[src/hw/rtl/spc_pkg.sv]
// Shared types, constants and the position-to-segment lookup for the palette crossfade block.
package spc_pkg;

   localparam int NUM_SEG   = 55;    // palette entries, segment indices 1..55
   localparam int SEG_DEPTH = 512;   // 16 rows x 32 columns
   localparam int SEG_W     = 6;
   localparam int COLOR_W   = 24;
   localparam int CHAN_W    = 8;
   localparam int ADDR_W    = 9;
   localparam int SLOT_W    = 6;

   localparam logic [SEG_W-1:0] SEG_NONE = 6'd0;
   localparam logic [SEG_W-1:0] SEG_TOP  = 6'd1;
   localparam logic [SEG_W-1:0] SEG_E0   = 6'd54;
   localparam logic [SEG_W-1:0] SEG_E1   = 6'd55;
   localparam logic [SEG_W-1:0] BASE_A   = 6'd2;
   localparam logic [SEG_W-1:0] BASE_B   = 6'd15;
   localparam logic [SEG_W-1:0] BASE_C   = 6'd28;
   localparam logic [SEG_W-1:0] BASE_D   = 6'd41;

   localparam logic [3:0] BLANK_ROW = 4'd5;

   // row pairs, indexed by row[3:1]
   localparam logic [2:0] ROWS_P = 3'd3;
   localparam logic [2:0] ROWS_Q = 3'd4;
   localparam logic [2:0] ROWS_R = 3'd5;
   localparam logic [2:0] ROWS_S = 3'd6;
   localparam logic [2:0] ROWS_T = 3'd7;

   typedef enum logic [1:0] {
      KIND_SET  = 2'd0,
      KIND_LOAD = 2'd1,
      KIND_TICK = 2'd2,
      KIND_READ = 2'd3
   } kind_type;

   typedef enum logic [2:0] {
      ST_CLEAR,
      ST_IDLE,
      ST_COPY,
      ST_SEG,
      ST_MIX,
      ST_DIV,
      ST_DONE
   } state_type;

   typedef struct packed {
      logic sweep_clear;   // clearing pass step
      logic sweep_copy;    // palette rotate step
      logic do_set;
      logic do_load;
      logic do_tick;
      logic do_read;       // segment store read
      logic pal_read;
      logic mix;
      logic div_step;
      logic out_load;
   } spc_cmd_type;

   typedef struct packed {
      logic reload;        // countdown at zero
      logic clear_last;
      logic copy_last;
   } spc_status_type;

   // Fixed segment map of the panel; row 5 is blank.
   function automatic logic [SEG_W-1:0] seg_rom_lookup(input logic [3:0] row,
                                                       input logic [4:0] col);
      logic             in_grp;
      logic [SEG_W-1:0] base;
      logic [1:0]       pair;
      logic             k_ok;
      logic [3:0]       k;
      logic [SEG_W-1:0] seg;
      in_grp = 1'b1;
      base   = SEG_NONE;
      pair   = 2'd0;
      k_ok   = 1'b1;
      k      = 4'd0;
      unique case (col)
         5'd1, 5'd2:   begin base = BASE_A; pair = 2'd0; end
         5'd3, 5'd4:   begin base = BASE_A; pair = 2'd1; end
         5'd5, 5'd6:   begin base = BASE_A; pair = 2'd2; end
         5'd8, 5'd9:   begin base = BASE_B; pair = 2'd0; end
         5'd10, 5'd11: begin base = BASE_B; pair = 2'd1; end
         5'd12, 5'd13: begin base = BASE_B; pair = 2'd2; end
         5'd18, 5'd19: begin base = BASE_C; pair = 2'd0; end
         5'd20, 5'd21: begin base = BASE_C; pair = 2'd1; end
         5'd22, 5'd23: begin base = BASE_C; pair = 2'd2; end
         5'd25, 5'd26: begin base = BASE_D; pair = 2'd0; end
         5'd27, 5'd28: begin base = BASE_D; pair = 2'd1; end
         5'd29, 5'd30: begin base = BASE_D; pair = 2'd2; end
         default:      in_grp = 1'b0;
      endcase
      unique case ({row[3:1], pair})
         {ROWS_P, 2'd0}: k = 4'd0;
         {ROWS_P, 2'd1}: k = 4'd1;
         {ROWS_P, 2'd2}: k = 4'd2;
         {ROWS_Q, 2'd0}: k = 4'd11;
         {ROWS_Q, 2'd2}: k = 4'd3;
         {ROWS_R, 2'd0}: k = 4'd10;
         {ROWS_R, 2'd1}: k = 4'd12;
         {ROWS_R, 2'd2}: k = 4'd4;
         {ROWS_S, 2'd0}: k = 4'd9;
         {ROWS_S, 2'd2}: k = 4'd5;
         {ROWS_T, 2'd0}: k = 4'd8;
         {ROWS_T, 2'd1}: k = 4'd7;
         {ROWS_T, 2'd2}: k = 4'd6;
         default:        k_ok = 1'b0;
      endcase
      if (row < BLANK_ROW) begin
         seg = SEG_TOP;
      end else if (row == BLANK_ROW) begin
         seg = SEG_NONE;
      end else if (in_grp && k_ok) begin
         seg = base + {2'b00, k};
      end else if ((col == 5'd15 || col == 5'd16) && row[3:1] == ROWS_Q) begin
         seg = SEG_E0;
      end else if ((col == 5'd15 || col == 5'd16) && row[3:1] == ROWS_S) begin
         seg = SEG_E1;
      end else begin
         seg = SEG_NONE;
      end
      return seg;
   endfunction

endpackage

[src/hw/rtl/spc_ctrl.sv]
// Controller state machine: handshakes, clearing pass, palette rotate and read sequencing.
module spc_ctrl
   import spc_pkg::*;
(
   input  logic           clock,
   input  logic           reset,
   input  logic           req_valid,
   input  logic [1:0]     req_kind,
   output logic           req_ready,
   output logic           rsp_valid,
   input  logic           rsp_ready,
   input  spc_status_type status,
   output spc_cmd_type    cmd
);

   state_type state_ff, state_in;
   logic      rsp_valid_ff, rsp_valid_in;
   kind_type  kind;

   assign kind      = kind_type'(req_kind);
   assign rsp_valid = rsp_valid_ff;

   always_ff @(posedge clock) begin
      if (reset) begin
         state_ff     <= ST_CLEAR;
         rsp_valid_ff <= 1'b0;
      end else begin
         state_ff     <= state_in;
         rsp_valid_ff <= rsp_valid_in;
      end
   end

   always_comb begin
      state_in  = state_ff;
      cmd       = '0;
      req_ready = 1'b0;
      unique case (state_ff)
         ST_CLEAR: begin
            cmd.sweep_clear = 1'b1;
            if (status.clear_last) state_in = ST_IDLE;
         end
         ST_IDLE: begin
            req_ready = 1'b1;
            if (req_valid) begin
               unique case (kind)
                  KIND_SET:  cmd.do_set  = 1'b1;
                  KIND_LOAD: cmd.do_load = 1'b1;
                  KIND_TICK: begin
                     cmd.do_tick = 1'b1;
                     if (status.reload) state_in = ST_COPY;
                  end
                  KIND_READ: begin
                     cmd.do_read = 1'b1;
                     state_in    = ST_SEG;
                  end
                  default: ;
               endcase
            end
         end
         ST_COPY: begin
            cmd.sweep_copy = 1'b1;
            if (status.copy_last) state_in = ST_IDLE;
         end
         ST_SEG: begin
            cmd.pal_read = 1'b1;
            state_in     = ST_MIX;
         end
         ST_MIX: begin
            cmd.mix  = 1'b1;
            state_in = ST_DIV;
         end
         ST_DIV: begin
            cmd.div_step = 1'b1;
            state_in     = ST_DONE;
         end
         ST_DONE: begin
            if (!rsp_valid_ff || rsp_ready) begin
               cmd.out_load = 1'b1;
               state_in     = ST_IDLE;
            end
         end
         default: state_in = ST_CLEAR;
      endcase
   end

   always_comb begin
      if (cmd.out_load) begin
         rsp_valid_in = 1'b1;
      end else if (rsp_ready) begin
         rsp_valid_in = 1'b0;
      end else begin
         rsp_valid_in = rsp_valid_ff;
      end
   end

endmodule

[config.mk]
export PLATFORM = sky130hd
export DESIGN_NAME = spc_ctrl
export DESIGN_NICKNAME = d
export VERILOG_FILES = /design/src/hw/rtl/spc_pkg.sv /design/src/hw/rtl/spc_ctrl.sv
export SDC_FILE = /design/constraint.sdc
export NUM_CORES = 1
export LEC_CHECK = 0
export BUFFER_PORTS_ARGS = -buffer_cell sky130_fd_sc_hd__clkbuf_2
export CAP_MARGIN = 30
export CORE_AREA = 3 3 40 42
export DETAILED_ROUTE_END_ITERATION = 16
export DIE_AREA = 0 0 43 45
export PLACE_DENSITY = 0.57
export REMOVE_ABC_BUFFERS = 1
export SLEW_MARGIN = 20
export SYNTH_ARGS = -nofsm -noshare
export SYNTH_HDL_FRONTEND = slang
export SYNTH_SLANG_ARGS = --single-unit
[constraint.sdc]
create_clock -name clock -period 1.2 [get_ports clock]
set_clock_uncertainty 0.2 [all_clocks]
set_input_delay 0.18 -clock clock [delete_from_list [all_inputs] [get_ports clock]]
set_output_delay 0.18 -clock clock [all_outputs]
set_load 0.02 [all_outputs]
Word-level counts from Yosys, hierarchy flattened:

Index checks and enable logic that the tools add are counted.
W data, S select, Z words.

* equality and inequality tests: 15
* reductions and logical operators: 6
* multiplexer cells: 23

Operators by type and width (count)
* $pmux W3 S7: 1
* $mux W3: 5
* $mux W1: 14
* $eq A3 B3 Y1 const B: 3
* $mux W4: 2
* $ne A2 B2 Y1 const B: 4
* $eq A3 B2 Y1 const B: 2
* $pmux W3 S2: 1
* $reduce_and A6 Y1: 1
* $eq A2 B2 Y1 const B: 2
* $eq A3 B1 Y1 const B: 1
* $logic_not A3 Y1: 1
* $ne A3 B1 Y1 const B: 1
* $ne A3 B3 Y1 const B: 1
* $eq A2 B1 Y1 const B: 1
* $logic_not A2 Y1: 1
* $reduce_bool A2 Y1: 1
* $logic_not A1 Y1: 1
* $logic_or A1 B1 Y1: 1

* bits in registers: 4
* word-level logic and storage cells: 46
* bits of input ports: 9

Longest topological paths before layout:

* depth in word-level cells: 5
* depth in mapped cells: 4

Worst setup path after synthesis:

OpenSTA, ideal clock, no wires.

* path type: register -> output
* from: register state_ff[2]
* to: output cmd[7] in the netlist's numbering
* cell stages (with the launch flop): 4
* data arrival time: 1.375 ns
* setup slack: -0.555 ns
* data required time: 0.820 ns
* path through: dfxtp_1 nor3b_2 nand2_2 nor3_1

RTL lines
* start: declaration: RTL line spc_ctrl.sv:16 `state_type state_ff, state_in;`
* start signal: assignment: RTL line spc_ctrl.sv:28 `state_ff <= state_in;`
* end: declaration: RTL line spc_ctrl.sv:13 `output spc_cmd_type cmd`

==> results by stage <==
Critical path:
- The kind of end point of the critical path is an output pin.
- The largest individual stage delay along the critical path comes from the cell sky130_fd_sc_hd__dfxtp_2.
- Along the worst path, the maximum fanout reaches 4.
- The kind of start point of the critical path is a register.
- STA puts the critical path data required time at 0.82 ns.
- At the worst endpoint, the arrival time is between 1 and 1.5 ns.
- The longest individual stage delay on the worst path is 0.33 ns.
- The worst setup path is of the reg -> out kind.
- The critical path goes through nor3b_4 -> nand2_2 -> nor3b_2 -> buf_4.

Timing:
- The final-report max-slew violation count is 0.
- At the pin with the least slew margin, the transition time is roughly 0.22 ns.
- The final period utilization is 134%.
- Setup repair after global routing could not meet its margin everywhere.
- Setup violations remaining at the end of the flow were counted as 14.
- On the final layout, the worst hold slack is between 0.015 and 0.02 ns.
- After layout, the worst setup slack is -0.406 ns.
- The maximum clock frequency is 623 MHz.
- The worst pin sits at a relative slew slack of 85.2%.
- The total count of hold-check failures in the final report is 0.
- The worst path in the final design needs a cycle of 1.61 ns, including I/O delays and setup.

Placed design:
- The count of port buffers added during placement is 20.
- Before CTS, the worst setup slack after placement is -0.201 ns.
- The placed instances occupy a cell area of 472 um2.
- The final weighted congestion in routability-driven placement is around 0.76.
- The final HPWL from detailed placement is 657 um.

Hold path:
- The tightest min-delay check is of the in -> reg type.

Logic synthesis:
- The cell area after synthesis is 343 um2.
- The synthesized instance count is 42.
- The main flop type after synthesis is sky130_fd_sc_hd__dfxtp_1.
- The part of the Yosys area used for sequential elements is 23.4%.
- After synthesis, the netlist uses 25 different library cells.
- The count of flip-flops with a built-in enable after synthesis is 0.
- The count of yosys warnings during synthesis is 0.
- The average instance in the mapped netlist occupies around 8.2 um2.
- The post-synthesis register bit count is 4.
- In the synthesized netlist the async set-or-reset flop fraction comes to 0%.

Power:
- The design draws 559 uW.
- IR analysis of the VDD net gives a maximum drop of roughly 0.54 mV.
- The static leakage is 0.000302 uW.
- The power per unit of standard cell area is 843 nW/um2.

Die:
- The horizontal extent of the die is 43 um.
- The standard cell core area is 1280 um2.
- The floorplan step defined a die boundary enclosing 1940 um2.
- The height of the die is 45 um.
- For this configuration, the core starts out at a cell density of a little over a quarter.
- The initialized floorplan defines 13 standard-cell rows.
- The I/O pin count is 21.

Detailed routing:
- The number of design rule violations left after detail routing is 0.
- The number of vias per cell is 4.92.
- The via count of the routed design is between 400 and 500.
- After detailed routing, the total wire length is 962 um.
- After the first detailed-routing iteration, the DRC count stood at 2.
- The wire length per cell after detailed routing is 11.2 um.
- The count of TritonRoute iterations in the first routing pass is 4.
- Once detail routing completed, the nets flagged for antenna violations numbered 0.

Outcome:
- The checks that failed: negative setup slack.
- The flow ran to the end, but the final reports show violations.

Global routing:
- The number of antenna violations at the first check in global routing came to 0.
- The first-pass GRT wire length is ~1500 um.
- Global routing consumed, over all layers together, a little over a tenth of the routing resources.
- The total grt overflow is 0.
- Entering global routing, the biggest net connects 14 pins.
- The via count of the first global-routing pass is 336.

Clock network:
- The cell at the root of the clock tree is sky130_fd_sc_hd__clkbuf_4.
- Buffers inserted during clock tree synthesis total 3.
- The clock latency on the worst-skew pair is roughly 0.24 ns.
- In this run the number of H-tree levels came out at 1.
- The count of clock tree sinks is 4.
- The CTS tree is yes.
- Clock-pin slew was measured on the worst setup and hold paths at 0.04 ns.
- Counting along the longest clock path gives a buffer depth of 2.

Layout:
- The area growth from synthesis to layout is 93.4%.
- Of the cells placed in the final design, the portion with a size suffix greater than 1 is 71.8%.
- The number of antenna diodes in the final layout is 0.
- The final instance area is roughly 660 um2.
- The net count of the finished layout is between 80 and 90.
- The final core utilization is 51.6%.
- In the layout the commonest cells are 10 x sky130_fd_sc_hd__clkbuf_2, 10 x sky130_fd_sc_hd__buf_4, 8 x sky130_fd_sc_hd__buf_6.

Flow run:
- The tool flagged a number of max-cap violations equal to 0.
-- final timing paths --
path	startpoint	end	slack (ns)	cells after the start
worst max-delay path	state_ff[1]$_SDFFE_PP0P_	cmd[6]	-0.41	4
worst min-delay path	reset	state_ff[1]$_SDFFE_PP0P_	0.02	2
worst max register to register	state_ff[0]$_SDFFE_PP0P_	state_ff[0]$_SDFFE_PP0P_	-0.06	4
worst min register to register	rsp_valid$_SDFFE_PP0P_	rsp_valid$_SDFFE_PP0P_	0.38	3
-- through the flow --
stage	setup TNS, ns	instances
after floorplan	-3.62	38
after global placement	-1.01	78
after detailed placement	-1.06	78
after CTS	-3.62	83
after global routing	-4.39	86
final	-3.37	86
-- cell usage after synthesis (all sizes together), types with 2 or more instances --
| master | count | area share (%) |
|---|---|---|
| inv | 2 | 2.2 |
| buf | 4 | 8.0 |
| a21oi | 3 | 4.4 |
| nand2 | 4 | 5.1 |
| nor2 | 4 | 4.4 |
| nor2b | 2 | 5.8 |
| nor3 | 3 | 4.4 |
| dfxtp | 4 | 23 |
| nor3b | 5 | 15 |
-- sequential cells by signal, summed over array words and instances (netlist names) --
| register | flops |
|---|---|
| rsp_valid | 1 |
| state_ff | 3 |
-- power by group --
part	internal, uW	total (uW)	switching, uW	leakage [uW]
logic	129	239	111	0.000254
clock network	112	171	59.3	0.0000138
registers	143	148	5.77	0.0000338
-- cell families after synthesis --
logic type	count (synthesis)	synth area share [%]
AOI/OAI and AO/OA	10	23.0
DFF	4	23.4
buffers and inverters	6	10.2
and+or+nand+nor	22	43.4
-- routing by layer --
layer	vias to the layer above	share of wire [%]	global-route usage [%]	wire [um]
met3	4	13	8.37	128
met4	0	2.4	5.42	23
li1	210	-	-	-
met2	22	45	15.6	429
met5	-	0	0	0
met1	187	40	12.0	380
-- area by class of cell --
type                    instances  area [um2]
flip-flops and latches          4        83.8
fillers                       130         622
repair buffers                 30         240
multi-input cells              32         288
inverters                       2        10.0
well taps                      15        18.8
clock buffers                   3        22.5
-- critical path: cells and delay by family (launching register included) --
kind          cells  cell delay, ns
flops             1            0.33
buf+inv           1            0.16
simple gates      3            0.50
-- timing repair --
item                                    in CTS  in global routing
gates resized for setup                     20                 28
setup buffers                                1                  4
endpoints found under the setup margin      13                 14
hold buffers                                 1                  0
endpoints found under the hold margin        2                  0
pin swaps                                    5                  8
Note: power is estimated with default switching activity, not from simulation.
